$ cat src/ir_pulse_distance_receiver_core_assert.svh
// Assertion macros used by the receiver top level.
`ifndef IR_PULSE_DISTANCE_RECEIVER_CORE_ASSERT_SVH
`define IR_PULSE_DISTANCE_RECEIVER_CORE_ASSERT_SVH
`ifndef NO_ASSERTIONS
`define IRD_ASSERT_IMP(label, clk, rst_n, cond, prop) \
    label: assert property (@(posedge clk) disable iff (!rst_n) (cond) |-> (prop)) \
        else $error("receiver assertion failed");
`define IRD_ASSERT_NEXT(label, clk, rst_n, cond, prop) \
    label: assert property (@(posedge clk) disable iff (!rst_n) (cond) |=> (prop)) \
        else $error("receiver assertion failed");
`else
`define IRD_ASSERT_IMP(label, clk, rst_n, cond, prop)
`define IRD_ASSERT_NEXT(label, clk, rst_n, cond, prop)
`endif
`endif

$ cat src/ird_pkg.sv
// Types and constants of the pulse-distance IR receiver.
`default_nettype none
package ird_pkg;

    localparam int MAX_BYTES   = 64;
    localparam int QUEUE_DEPTH = 2;
    localparam int ADDR_W      = 5;

    typedef enum logic [1:0] {
        ACT_ARM,
        ACT_EDGE,
        ACT_WAIT,
        ACT_SCAN_END
    } t_action;

    typedef enum logic [2:0] {
        CL_JUNK,
        CL_LONG,
        CL_BITM,
        CL_D0,
        CL_D1,
        CL_HELLO,
        CL_BEGIN
    } t_class;

    typedef enum logic [2:0] {
        PH_IDLE,
        PH_SCAN,
        PH_PRE,
        PH_MARK,
        PH_DARK
    } t_phase;

    typedef enum logic [1:0] {
        KIND_BYTE,
        KIND_DONE,
        KIND_ERROR
    } t_kind;

    typedef enum logic [2:0] {
        ERR_MID_MESSAGE,
        ERR_SCAN_TIMEOUT,
        ERR_PREAMBLE,
        ERR_BIT_MARK,
        ERR_BIT_DARK,
        ERR_INCOMPLETE,
        ERR_OVERFLOW
    } t_err;

    typedef enum logic [2:0] {
        REG_DARK_MIN,
        REG_DARK_MAX,
        REG_BIT0_DARK_MAX,
        REG_BIT1_DARK_MAX,
        REG_HELLO_DARK_MAX,
        REG_MARK_MIN,
        REG_MARK_MAX,
        REG_LONG_MARK
    } t_reg_idx;

    typedef struct packed {
        logic [15:0] dark_min;
        logic [15:0] dark_max;
        logic [15:0] bit0_dark_max;
        logic [15:0] bit1_dark_max;
        logic [15:0] hello_dark_max;
        logic [15:0] mark_min;
        logic [15:0] mark_max;
        logic [15:0] long_mark;
    } t_thresholds;

    typedef struct packed {
        t_action    action;
        t_class     cls;
        logic [6:0] capacity;
    } t_queue_word;

    typedef struct packed {
        logic full;
        logic empty;
    } t_queue_status;

endpackage
`default_nettype wire

$ cat src/ird_regs.sv
// Threshold register file behind the APB port.
`default_nettype none
module ird_regs
    import ird_pkg::*;
(
    input  wire logic              i_clk,
    input  wire logic              i_rst_n,
    input  wire logic              psel,
    input  wire logic              penable,
    input  wire logic              pwrite,
    input  wire logic [ADDR_W-1:0] paddr,
    input  wire logic [31:0]       pwdata,
    output logic      [31:0]       prdata,
    output logic                   pready,
    output t_thresholds            o_thr
);

    t_thresholds r_thr;
    t_reg_idx    w_idx;
    logic [15:0] w_rd;

    assign w_idx  = t_reg_idx'(paddr[4:2]);
    assign pready = 1'b1;
    assign o_thr  = r_thr;

    always_ff @(posedge i_clk) begin
        if (!i_rst_n) begin
            r_thr.dark_min       <= 16'd40;
            r_thr.dark_max       <= 16'd1400;
            r_thr.bit0_dark_max  <= 16'd170;
            r_thr.bit1_dark_max  <= 16'd420;
            r_thr.hello_dark_max <= 16'd680;
            r_thr.mark_min       <= 16'd40;
            r_thr.mark_max       <= 16'd2000;
            r_thr.long_mark      <= 16'd90;
        end else if (psel && penable && pwrite && pready) begin
            unique case (w_idx)
                REG_DARK_MIN:       r_thr.dark_min       <= pwdata[15:0];
                REG_DARK_MAX:       r_thr.dark_max       <= pwdata[15:0];
                REG_BIT0_DARK_MAX:  r_thr.bit0_dark_max  <= pwdata[15:0];
                REG_BIT1_DARK_MAX:  r_thr.bit1_dark_max  <= pwdata[15:0];
                REG_HELLO_DARK_MAX: r_thr.hello_dark_max <= pwdata[15:0];
                REG_MARK_MIN:       r_thr.mark_min       <= pwdata[15:0];
                REG_MARK_MAX:       r_thr.mark_max       <= pwdata[15:0];
                REG_LONG_MARK:      r_thr.long_mark      <= pwdata[15:0];
            endcase
        end
    end

    always_comb begin
        unique case (w_idx)
            REG_DARK_MIN:       w_rd = r_thr.dark_min;
            REG_DARK_MAX:       w_rd = r_thr.dark_max;
            REG_BIT0_DARK_MAX:  w_rd = r_thr.bit0_dark_max;
            REG_BIT1_DARK_MAX:  w_rd = r_thr.bit1_dark_max;
            REG_HELLO_DARK_MAX: w_rd = r_thr.hello_dark_max;
            REG_MARK_MIN:       w_rd = r_thr.mark_min;
            REG_MARK_MAX:       w_rd = r_thr.mark_max;
            REG_LONG_MARK:      w_rd = r_thr.long_mark;
        endcase
    end

    assign prdata = {16'd0, w_rd};

endmodule
`default_nettype wire

$ cat src/ird_front.sv
// Front end: classifies each incoming event into a queue word.
`default_nettype none
module ird_front
    import ird_pkg::*;
(
    input  wire logic [1:0]  i_action,
    input  wire logic        i_level_is_mark,
    input  wire logic [15:0] i_period_us,
    input  wire logic [6:0]  i_capacity,
    input  t_thresholds      i_thr,
    output t_queue_word      o_word
);

    t_class     w_cls;
    logic [6:0] w_cap;

    always_comb begin
        w_cls = CL_JUNK;
        if (t_action'(i_action) == ACT_EDGE) begin
            if (i_level_is_mark) begin
                if (i_period_us < i_thr.dark_min || i_period_us > i_thr.dark_max) begin
                    w_cls = CL_JUNK;
                end else if (i_period_us < i_thr.bit0_dark_max) begin
                    w_cls = CL_D0;
                end else if (i_period_us < i_thr.bit1_dark_max) begin
                    w_cls = CL_D1;
                end else if (i_period_us < i_thr.hello_dark_max) begin
                    w_cls = CL_HELLO;
                end else begin
                    w_cls = CL_BEGIN;
                end
            end else begin
                if (i_period_us < i_thr.mark_min || i_period_us > i_thr.mark_max) begin
                    w_cls = CL_JUNK;
                end else if (i_period_us < i_thr.long_mark) begin
                    w_cls = CL_BITM;
                end else begin
                    w_cls = CL_LONG;
                end
            end
        end
    end

    assign w_cap = ({1'b0, i_capacity} > 8'(MAX_BYTES)) ? 7'(MAX_BYTES) : i_capacity;

    assign o_word.action   = t_action'(i_action);
    assign o_word.cls      = w_cls;
    assign o_word.capacity = w_cap;

endmodule
`default_nettype wire

$ cat src/ird_queue.sv
// Short queue of classified words between front end and framer.
`default_nettype none
module ird_queue
    import ird_pkg::*;
#(
    parameter int DEPTH = QUEUE_DEPTH
) (
    input  wire logic   i_clk,
    input  wire logic   i_rst_n,
    input  wire logic   i_push,
    input  t_queue_word i_word,
    input  wire logic   i_pop,
    output t_queue_word o_word,
    output t_queue_status o_stat
);

    localparam int PW = (DEPTH > 1) ? $clog2(DEPTH) : 1;
    localparam int CW = $clog2(DEPTH + 1);

    t_queue_word r_mem [DEPTH];
    logic [PW-1:0] r_wr;
    logic [PW-1:0] r_rd;
    logic [CW-1:0] r_count;

    assign o_stat.full  = (r_count == CW'(DEPTH));
    assign o_stat.empty = (r_count == '0);
    assign o_word       = r_mem[r_rd];

    always_ff @(posedge i_clk) begin
        if (!i_rst_n) begin
            r_wr    <= '0;
            r_rd    <= '0;
            r_count <= '0;
        end else begin
            if (i_push) begin
                r_wr <= (r_wr == PW'(DEPTH - 1)) ? '0 : r_wr + 1'b1;
            end
            if (i_pop) begin
                r_rd <= (r_rd == PW'(DEPTH - 1)) ? '0 : r_rd + 1'b1;
            end
            if (i_push && !i_pop) begin
                r_count <= r_count + 1'b1;
            end else if (i_pop && !i_push) begin
                r_count <= r_count - 1'b1;
            end
        end
    end

    always_ff @(posedge i_clk) begin
        if (i_push) begin
            r_mem[r_wr] <= i_word;
        end
    end

endmodule
`default_nettype wire

$ cat src/ird_framer.sv
// Back end: message framer with its registered result word.
`default_nettype none
module ird_framer
    import ird_pkg::*;
(
    input  wire logic   i_clk,
    input  wire logic   i_rst_n,
    input  t_queue_word i_word,
    input  wire logic   i_empty,
    output logic        o_pop,
    output logic        o_out_valid,
    input  wire logic   i_out_stall,
    output logic [1:0]  o_kind,
    output logic [7:0]  o_byte_value,
    output logic [6:0]  o_byte_index,
    output logic [2:0]  o_error_code
);

    t_phase     r_phase, n_phase;
    logic [2:0] r_bit_pos, n_bit_pos;
    logic [6:0] r_count, n_count;
    logic [7:0] r_byte, n_byte;
    logic [6:0] r_cap, n_cap;
    logic       r_out_valid, n_out_valid;
    t_kind      r_kind, n_kind;
    logic [7:0] r_value, n_value;
    logic [6:0] r_index, n_index;
    t_err       r_err, n_err;

    logic       w_emit;
    t_kind      w_kind;
    logic [7:0] w_value;
    logic [6:0] w_index;
    t_err       w_err;
    logic [7:0] w_byte;

    assign o_pop = !i_empty && (!r_out_valid || !i_out_stall);

    always_ff @(posedge i_clk) begin
        if (!i_rst_n) begin
            r_phase     <= PH_IDLE;
            r_bit_pos   <= 3'd7;
            r_count     <= '0;
            r_byte      <= '0;
            r_cap       <= '0;
            r_out_valid <= 1'b0;
        end else begin
            r_phase     <= n_phase;
            r_bit_pos   <= n_bit_pos;
            r_count     <= n_count;
            r_byte      <= n_byte;
            r_cap       <= n_cap;
            r_out_valid <= n_out_valid;
        end
    end

    always_ff @(posedge i_clk) begin
        r_kind  <= n_kind;
        r_value <= n_value;
        r_index <= n_index;
        r_err   <= n_err;
    end

    always_comb begin
        n_phase   = r_phase;
        n_bit_pos = r_bit_pos;
        n_count   = r_count;
        n_byte    = r_byte;
        n_cap     = r_cap;
        w_emit    = 1'b0;
        w_kind    = KIND_ERROR;
        w_value   = '0;
        w_index   = r_count;
        w_err     = ERR_MID_MESSAGE;
        w_byte    = r_byte;
        w_byte[r_bit_pos] = r_byte[r_bit_pos] | (i_word.cls == CL_D1);

        if (o_pop) begin
            if (i_word.action == ACT_ARM) begin
                n_cap     = i_word.capacity;
                n_phase   = PH_SCAN;
                n_bit_pos = 3'd7;
                n_count   = '0;
                n_byte    = '0;
            end else if (r_phase != PH_IDLE) begin
                if (i_word.action == ACT_SCAN_END) begin
                    if (r_phase == PH_SCAN) begin
                        w_emit  = 1'b1;
                        w_err   = ERR_SCAN_TIMEOUT;
                        n_phase = PH_IDLE;
                    end
                end else if (!(i_word.action == ACT_WAIT && r_phase == PH_SCAN)) begin
                    unique case (r_phase)
                        PH_SCAN: begin
                            if (i_word.cls == CL_LONG || i_word.cls == CL_BITM) begin
                                n_phase = PH_PRE;
                            end else if (i_word.cls == CL_D0 || i_word.cls == CL_D1) begin
                                w_emit  = 1'b1;
                                w_err   = ERR_MID_MESSAGE;
                                n_phase = PH_IDLE;
                            end
                        end
                        PH_PRE: begin
                            if (i_word.cls == CL_HELLO || i_word.cls == CL_BEGIN) begin
                                n_phase   = PH_MARK;
                                n_bit_pos = 3'd7;
                                n_count   = '0;
                                n_byte    = '0;
                            end else begin
                                w_emit  = 1'b1;
                                w_err   = ERR_PREAMBLE;
                                n_phase = PH_IDLE;
                            end
                        end
                        PH_MARK: begin
                            if (i_word.cls == CL_LONG) begin
                                w_emit  = 1'b1;
                                n_phase = PH_IDLE;
                                if (r_bit_pos != 3'd7) begin
                                    w_err = ERR_INCOMPLETE;
                                end else begin
                                    w_kind = KIND_DONE;
                                end
                            end else if (i_word.cls == CL_BITM) begin
                                n_phase = PH_DARK;
                            end else begin
                                w_emit  = 1'b1;
                                w_err   = ERR_BIT_MARK;
                                n_phase = PH_IDLE;
                            end
                        end
                        PH_DARK: begin
                            if (i_word.cls != CL_D0 && i_word.cls != CL_D1) begin
                                w_emit  = 1'b1;
                                w_err   = ERR_BIT_DARK;
                                n_phase = PH_IDLE;
                            end else if (r_count >= r_cap) begin
                                w_emit  = 1'b1;
                                w_err   = ERR_OVERFLOW;
                                n_phase = PH_IDLE;
                            end else begin
                                n_phase = PH_MARK;
                                if (r_bit_pos == 3'd0) begin
                                    w_emit    = 1'b1;
                                    w_kind    = KIND_BYTE;
                                    w_value   = w_byte;
                                    n_bit_pos = 3'd7;
                                    n_byte    = '0;
                                    n_count   = r_count + 1'b1;
                                end else begin
                                    n_byte    = w_byte;
                                    n_bit_pos = r_bit_pos - 1'b1;
                                end
                            end
                        end
                        default: begin
                            n_phase = PH_IDLE;
                        end
                    endcase
                end
            end
        end

        n_out_valid = r_out_valid && i_out_stall;
        n_kind      = r_kind;
        n_value     = r_value;
        n_index     = r_index;
        n_err       = r_err;
        if (w_emit) begin
            n_out_valid = 1'b1;
            n_kind      = w_kind;
            n_value     = w_value;
            n_index     = w_index;
            n_err       = (w_kind == KIND_ERROR) ? w_err : ERR_MID_MESSAGE;
        end
    end

    assign o_out_valid  = r_out_valid;
    assign o_kind       = r_kind;
    assign o_byte_value = r_value;
    assign o_byte_index = r_index;
    assign o_error_code = r_err;

endmodule
`default_nettype wire

$ cat src/ir_pulse_distance_receiver_core.sv
// Top level of the pulse-distance IR receiver.
//
//   channel   direction  handshake                word
//   in        input      i_in_valid / o_in_stall  action, level, period, capacity
//   out       output     o_out_valid / i_out_stall kind, byte, index, error code
//   config    input      APB psel/penable/pwrite  eight 16-bit thresholds
//
// One event word is accepted per cycle unless the queue is full. Its result, if any,
// passes the queue and the framer into the registered result word, held while stalled.
// The queue holds FIFO_DEPTH words, so the input stalls only when it is full.
// Reset is synchronous and active low and loads the default thresholds.
`default_nettype none
`include "ir_pulse_distance_receiver_core_assert.svh"
module ir_pulse_distance_receiver_core
    import ird_pkg::*;
#(
    parameter int FIFO_DEPTH = QUEUE_DEPTH
) (
    input  wire logic              i_clk,
    input  wire logic              i_rst_n,
    input  wire logic              i_in_valid,
    output logic                   o_in_stall,
    input  wire logic [1:0]        i_action,
    input  wire logic              i_level_is_mark,
    input  wire logic [15:0]       i_period_us,
    input  wire logic [6:0]        i_capacity,
    output logic                   o_out_valid,
    input  wire logic              i_out_stall,
    output logic [1:0]             o_kind,
    output logic [7:0]             o_byte_value,
    output logic [6:0]             o_byte_index,
    output logic [2:0]             o_error_code,
    input  wire logic              psel,
    input  wire logic              penable,
    input  wire logic              pwrite,
    input  wire logic [ADDR_W-1:0] paddr,
    input  wire logic [31:0]       pwdata,
    output logic      [31:0]       prdata,
    output logic                   pready
);

    t_thresholds   w_thr;
    t_queue_word   w_in_word;
    t_queue_word   w_head;
    t_queue_status w_stat;
    logic          w_push;
    logic          w_pop;
    logic          w_byte_out;

    assign o_in_stall = w_stat.full;
    assign w_push     = i_in_valid && !w_stat.full;
    assign w_byte_out = o_out_valid && (o_kind == KIND_BYTE);

    ird_regs u_regs (
        .i_clk   (i_clk),
        .i_rst_n (i_rst_n),
        .psel    (psel),
        .penable (penable),
        .pwrite  (pwrite),
        .paddr   (paddr),
        .pwdata  (pwdata),
        .prdata  (prdata),
        .pready  (pready),
        .o_thr   (w_thr)
    );

    ird_front u_front (
        .i_action        (i_action),
        .i_level_is_mark (i_level_is_mark),
        .i_period_us     (i_period_us),
        .i_capacity      (i_capacity),
        .i_thr           (w_thr),
        .o_word          (w_in_word)
    );

    ird_queue #(
        .DEPTH (FIFO_DEPTH)
    ) u_queue (
        .i_clk   (i_clk),
        .i_rst_n (i_rst_n),
        .i_push  (w_push),
        .i_word  (w_in_word),
        .i_pop   (w_pop),
        .o_word  (w_head),
        .o_stat  (w_stat)
    );

    ird_framer u_framer (
        .i_clk        (i_clk),
        .i_rst_n      (i_rst_n),
        .i_word       (w_head),
        .i_empty      (w_stat.empty),
        .o_pop        (w_pop),
        .o_out_valid  (o_out_valid),
        .i_out_stall  (i_out_stall),
        .o_kind       (o_kind),
        .o_byte_value (o_byte_value),
        .o_byte_index (o_byte_index),
        .o_error_code (o_error_code)
    );

    `IRD_ASSERT_IMP(a_queue_sane, i_clk, i_rst_n, w_stat.full, !w_stat.empty)
    `IRD_ASSERT_IMP(a_no_pop_on_stall, i_clk, i_rst_n, o_out_valid && i_out_stall, !w_pop)
    `IRD_ASSERT_IMP(a_byte_no_error, i_clk, i_rst_n, w_byte_out, o_error_code == ERR_MID_MESSAGE)
    `IRD_ASSERT_NEXT(a_push_lands, i_clk, i_rst_n, w_push, !w_stat.empty)

endmodule
`default_nettype wire

$ cat config.mk
export PLATFORM = sky130hd
export DESIGN_NAME = ir_pulse_distance_receiver_core
export DESIGN_NICKNAME = d
export VERILOG_FILES = /design/src/ird_pkg.sv /design/src/ird_regs.sv /design/src/ird_front.sv /design/src/ird_queue.sv /design/src/ird_framer.sv /design/src/ir_pulse_distance_receiver_core.sv
export VERILOG_INCLUDE_DIRS = /design/src /design/src/src
export SDC_FILE = /design/constraint.sdc
export NUM_CORES = 1
export LEC_CHECK = 0
export BUFFER_PORTS_ARGS = -buffer_cell sky130_fd_sc_hd__buf_2
export CORE_MARGIN = 10
export CORE_UTILIZATION = 45
export CTS_CLUSTER_DIAMETER = 200
export DETAILED_ROUTE_END_ITERATION = 8
export PLACE_DENSITY = 0.74
export SLEW_MARGIN = 20
export SYNTH_ARGS = -nofsm -noshare
export SYNTH_HDL_FRONTEND = slang
export SYNTH_SLANG_ARGS = --single-unit
$ cat constraint.sdc
create_clock -name i_clk -period 6.2 [get_ports i_clk]
set_input_delay 1.55 -clock i_clk [delete_from_list [all_inputs] [get_ports i_clk]]
set_output_delay 1.55 -clock i_clk [all_outputs]
set_load 0.01 [all_outputs]
======== Word-level counts from Yosys, hierarchy flattened ========
Memory sizes are Yosys's and may differ from the RTL's. A register that Yosys moved wholly into a read port is not among the register bits.
Cells that the tools add are included.
operators by class
  add/subtract/negate cells ............... 6
  $lt $le $gt $ge ......................... 12
  equal/unequal tests ..................... 34
  mux-type cells .......................... 100
  bitwise gates (word level) .............. 6
  reductions and logical operators ........ 44
operators by type and width
  kind                                                   number
  one-hot mux 16 bit (8 select lines)                    1
  less-than comparator 16 bit                            6
  2-to-1 mux 3 bit                                       30
  2-to-1 mux 8 bit                                       8
  2-to-1 mux 7 bit                                       9
  2-to-1 mux 2 bit                                       18
  greater-than comparator 16 bit                         2
  == test 3 bit, second input constant                   8
  2-to-1 mux 1 bit                                       24
  == test 3 x 2 -> 1 bit, second input constant          6
  AND reduction 2 bit                                    9
  one-hot mux 8 bit (2 select lines)                     1
  one-hot mux 7 bit (2 select lines)                     1
  inequality test 3 x 2 -> 1 bit, second input constant  4
  one-hot mux 3 bit (4 select lines)                     1
  logical AND 1 bit                                      10
  == test 3 x 1 -> 1 bit, second input constant          3
  inequality test 3 x 1 -> 1 bit, second input constant  3
  one-hot mux 3 bit (3 select lines)                     1
  AND reduction 9 bit                                    1
  OR reduction 9 bit                                     1
  bitwise mux 8 bit                                      1
  == test 2 bit, second input constant                   4
  AND reduction 8 bit                                    1
  other kinds (28)                                       49
storage, ports and cells
  register bits after elaboration ......... 181
  bits in writable memories ............... 24
  input port bits ......................... 70
  logic and storage cells ................. 224
  memories kept ........................... 1
memories
  memory         words  bits a word  read ports  clocked after memory_dff  wr ports  line             source
  u_queue.r_mem  2      12           1           1                         1         ird_queue.sv:20  t_queue_word r_mem [DEPTH];

======== Logic depth before layout (Yosys ltp) ========
  word-level depth ........................ 13
  depth in mapped cells ................... 12

======== Modules after synthesis ========
From an unflattened synthesis, not the netlist that was laid out.
second synthesis, totals
  cell total of the unflattened synthesis .. 1,550
  area total of the unflattened synthesis .. 13,157.6 um2
modules (own cells, without submodules)
  module                           instances  cells each  area an instance (um2)  seq. area each (um2)
  ird_regs                         1          753         6,079.6                 2,562.5
  ird_front                        1          431         3,171.8                 0.0
  ird_framer                       1          306         2,812.7                 1,181.1
  ird_queue                        1          59          1,079.8                 820.8
  ir_pulse_distance_receiver_core  1          1           13.8                    0.0

======== Worst setup path after synthesis ========
Ideal clock, no wire load.
  path type ............................... input to output
  from .................................... input paddr[4]
  to ...................................... output prdata[11]
  arrival ................................. 3.015 ns
  path slack .............................. 1.635 ns
  cell stages on the path ................. 6
  buffers on the path ..................... 4
  cells stage by stage .................... clkbuf_1 -> clkbuf_1 -> buf_1 -> clkbuf_1 -> a221oi_1 -> nor2_1
between the ends
  cells in the longest elaborated chain, start to end .. 2
  elaborated cells on any way between the ends .. 9
  classes of those cells .................. eq/ne: 7; mux: 1; reduce/logical: 1
ends and longest elaborated chain
  what                                         line                                   source
  from (decl)                                  ir_pulse_distance_receiver_core.sv:36  input wire logic [ADDR_W-1:0] paddr,
  == test 3 bit, or another cell as far along  ird_regs.sv:51                         unique case (w_idx)
  one-hot mux 16 bit (8 select lines) (*)      ird_regs.sv:51
  to (decl)                                    ir_pulse_distance_receiver_core.sv:38  output logic [31:0] prdata,
Every way passes the cells marked *; elsewhere a longest branch is shown, timed or not.

======== Worst setup path in the final report ========
  from .................................... input paddr[3]
  to ...................................... output prdata[1]
The elaborated chain is that of the path after synthesis.

==> impl_results.md <==
* Final setup fails at 0
* Top FF cell, synth: dfxtp_1
* Fin nets at about 1800
* Max-slew violation count at 0
* Post-CTS setup buffer count at 0
* Final instance area at between 0.01 and 0.015 mm²
* Global-route wire length before repair at 60.1 mm
* Initial Util at 45.4%
* Largest family of logic cells by synthesized area: compound AO/OA/AOI/OAI gates
* Ranking of synthesized cells by area: dfxtp_1 (25%), ha_1 (13%), edfxtp_1 (10%)
* Die Area at 0.0360 mm²
* Pwr dens at around 250 mW/mm²
* Yosys cell types at ~70
* Multi-input gate area at roughly 0.0074 mm²
* XOR/XNOR Fraction of Synth Area at 0.406%
* YS warnings at 0
* Reg area at between 0.004 and 0.005 mm²
* Hold slack at 0.467 ns
* Clk root buf: clkbuf_16
* Routed length per instance at 19.2 µm
* Setup TNS at 0 ns
* Status: completed
* Overall Power at 3.52 mW
* Top cell type's share of synthesized area at 25.0%
* Grt ovf at 0
* Post-Synth Simple-Gate Area at approximately 18%
* Kind of critical path: primary input to primary output
* Crit path time final at 5.24 ns
* Clock sinks at 206
* Endpoint type of the worst setup path: primary output
* CP Launch Type: primary input
* Max-cap viol count at 0
* Sequential fraction of the synthesis area at 35.3%
* Worst-path clk slew at 0.06 ns
* Cell family with the largest share of critical-path delay: buffers and inverters
* CTS Hold Bufs at 0
* Input/output buffers at 89
* Routability cong. at between 0.9 and 1
* Post-Synth Adder-Cell Area at 13.2%
* Final setup margin at 0.962 ns
* Layout fillers at 2728
* WP buf/inv at 3
* Antenna violations before repair at 1
* Fin. Hold Viols at 0
* Cells after DPL at 1948
* # IOs at 125
* Crit-path cells: buf_2 > inv_1 > nor2_1 > a221oi_1 > a21oi_1 > a221oi_1 > nor2_1 > buf_2
* Synth top cells by count: nand2_1 (280), dfxtp_1 (162), inv_1 (144)
* Leading area contributor after synthesis: dfxtp_1
* Async set-or-reset flop fraction in the synthesized netlist at 0%
* DR vias at 11500
* Number of cells produced by synthesis at 1549
* Number of diodes at 0
* Pre-antenna DRT Iters at 6
* Gr usage total at approximately 20%
* DIE WIDTH at 190 µm
* Drt drc at 0
* HP Class: register to register
* Clock Skew at 0.00969 ns
* Post-Layout Cell Count at 1990
* PostCTS Resize Cnt at 0
* Met2 Use GR at ~33%
* Period utilization at 84.5%
* Slew @ Worst Pin at 0.968 ns
* TritonCTS Buffers at 24
* Drt first-iter violations at 1047
* Syn avg cell area at roughly 8.4 µm²
* Worst vdd ir at 0.174 mV
* Max Clk Rate at 191 MHz
* Routing usage on met1 at 26.8%
* Compound-cell area share of the yosys netlist at 21.4%
* Core area at around 0.029 mm²
* Number of global-route vias before repair at about 11000
* CTS H-tree lvls at 1
* Area Growth Syn to Fin at 10.6%
* Synth Register Bits at 206
* Crit-path max FO at 18
* CTS tree: done
* GR Util met3 at 4.82%
* Mux contribution to synthesized area at 3.41%
* Clock Latency Late Sink at 0.52 ns
* Routed WL at 38.2 mm
* Largest stage delay on the critical path at 0.66 ns
* Count leader, synth: nand2_1
* Gr busiest metal: met2
* Clock tree buffer depth at 3
* Die H at 190 µm
* Via density per instance at 5.75
* Critical Path AT at 3.69 ns
* DP Area at 0.0135 mm²
* Worst EP required at 4.65 ns
* Hpwl dp at 28.0 mm
* Fin util at approximately 50%
* Pre-CTS WS at ~1.1 ns
* Rel. slew slack at 35.5%
* CP max stage cell: nor2_1
* RSZ-0062 raised after global routing: no
* Cell Area, Synth at 0.0129 mm²
* DRT antenna net count at 0
* Num rows at 62
* Share of layout cells above drive strength 1 at 10.2%
* Leakage Power at about 5.7 nW
* Number of synthesized flops with an enable pin at 44
* Pin count of the biggest net entering global routing at 95
-- final timing paths --
kind                                       from                                endpoint  slack [ns]  depth (start not counted)
setup / recovery                       paddr[3]                               prdata[1]        0.96                          8
hold / removal    u_regs.o_thr[95]$_SDFFE_PN0P_           u_regs.o_thr[95]$_SDFFE_PN0P_        0.47                          2
setup reg to reg                       register  u_framer.o_byte_value[5]$_SDFFCE_PP0P_        2.81                          8
hold reg to reg   u_regs.o_thr[95]$_SDFFE_PN0P_           u_regs.o_thr[95]$_SDFFE_PN0P_        0.47                          2
-- state kept, by name (all words and copies together), names as in the netlist, named ones only --
register and cells:
u_framer.o_byte_index 7, u_framer.o_byte_value 8, u_framer.o_error_code 3, u_framer.o_kind 2, u_framer.o_out_valid 1, u_framer.r_bit_pos 3, u_framer.r_byte 8, u_framer.r_cap 7
u_framer.r_count 7, u_framer.r_phase 3, u_queue.r_count 2, u_queue.r_mem 24, u_queue.r_rd 1, u_queue.r_wr 1, u_regs.o_thr 128
-- final cells by class --
class,instances,share of cell area (%)
inverters,144,3.78
flip-flops and latches,206,31.9
multi-input cells,1108,51.6
clock inverters,4,0.559
well taps,384,3.36
clock buffers,38,4.77
repair buffers,106,4.02
-- cells by family (layout without fill, tap and decap cells) --
logic type / Yosys count / count (layout)
AND/OR/NAND/NOR: 523 / 523
XOR/XNOR: 6 / 6
buffers and inverters: 250 / 292
multiplexers: 35 / 35
adder cells (fa/ha/maj): 137 / 137
AO/OA/AOI/OAI: 390 / 390
flip-flops: 206 / 206
other: 2 / 17
-- per-layer routing --
layer  vias up  routed length [µm]
met5         -                   0
met3        69                3860
met4         0                1130
met1      5423               15700
li1       5476                   -
met2       483               17500
-- where the power goes --
group	internal (mW)	total (mW)	switching (mW)
registers	1.43	1.49	0.0603
logic	0.246	0.646	0.401
clock network	0.835	1.38	0.547
total	2.51	3.52	1.01
-- placed cells by master, fill, tap and decap left out, types with 6 or more instances in the layout --
| cell type | n |
|---|---|
| clkbuf_1 | 11 |
| a21oi_1 | 64 |
| or3_1 | 7 |
| nor3_1 | 15 |
| a31oi_1 | 11 |
| a31o_1 | 7 |
| conb_1 | 17 |
| clkbuf_16 | 24 |
| a221oi_1 | 14 |
| nand2b_1 | 14 |
| a22oi_1 | 6 |
| o21ai_0 | 43 |
| nor2b_1 | 16 |
| inv_1 | 144 |
| mux2i_1 | 25 |
| and2_1 | 7 |
| buf_4 | 18 |
| dfxtp_1 | 162 |
| nor2_1 | 97 |
| o211a_1 | 14 |
| o22ai_1 | 10 |
| ha_1 | 137 |
| a211oi_1 | 17 |
| edfxtp_1 | 44 |
| o21a_1 | 7 |
| nand4_1 | 28 |
| a21o_1 | 14 |
| and3_1 | 9 |
| a21boi_0 | 100 |
| nand2_1 | 280 |
| mux4_2 | 7 |
| o211ai_1 | 39 |
| o22a_1 | 6 |
| buf_2 | 88 |
| nand3_1 | 20 |
-- tightest hold or removal path: stages (launching register included) --
cell and delay, ns:
dfxtp_1 0.31, nand2_1 0.05, a21boi_0 0.06
No activity file was read; power rests on OpenSTA's default activity.
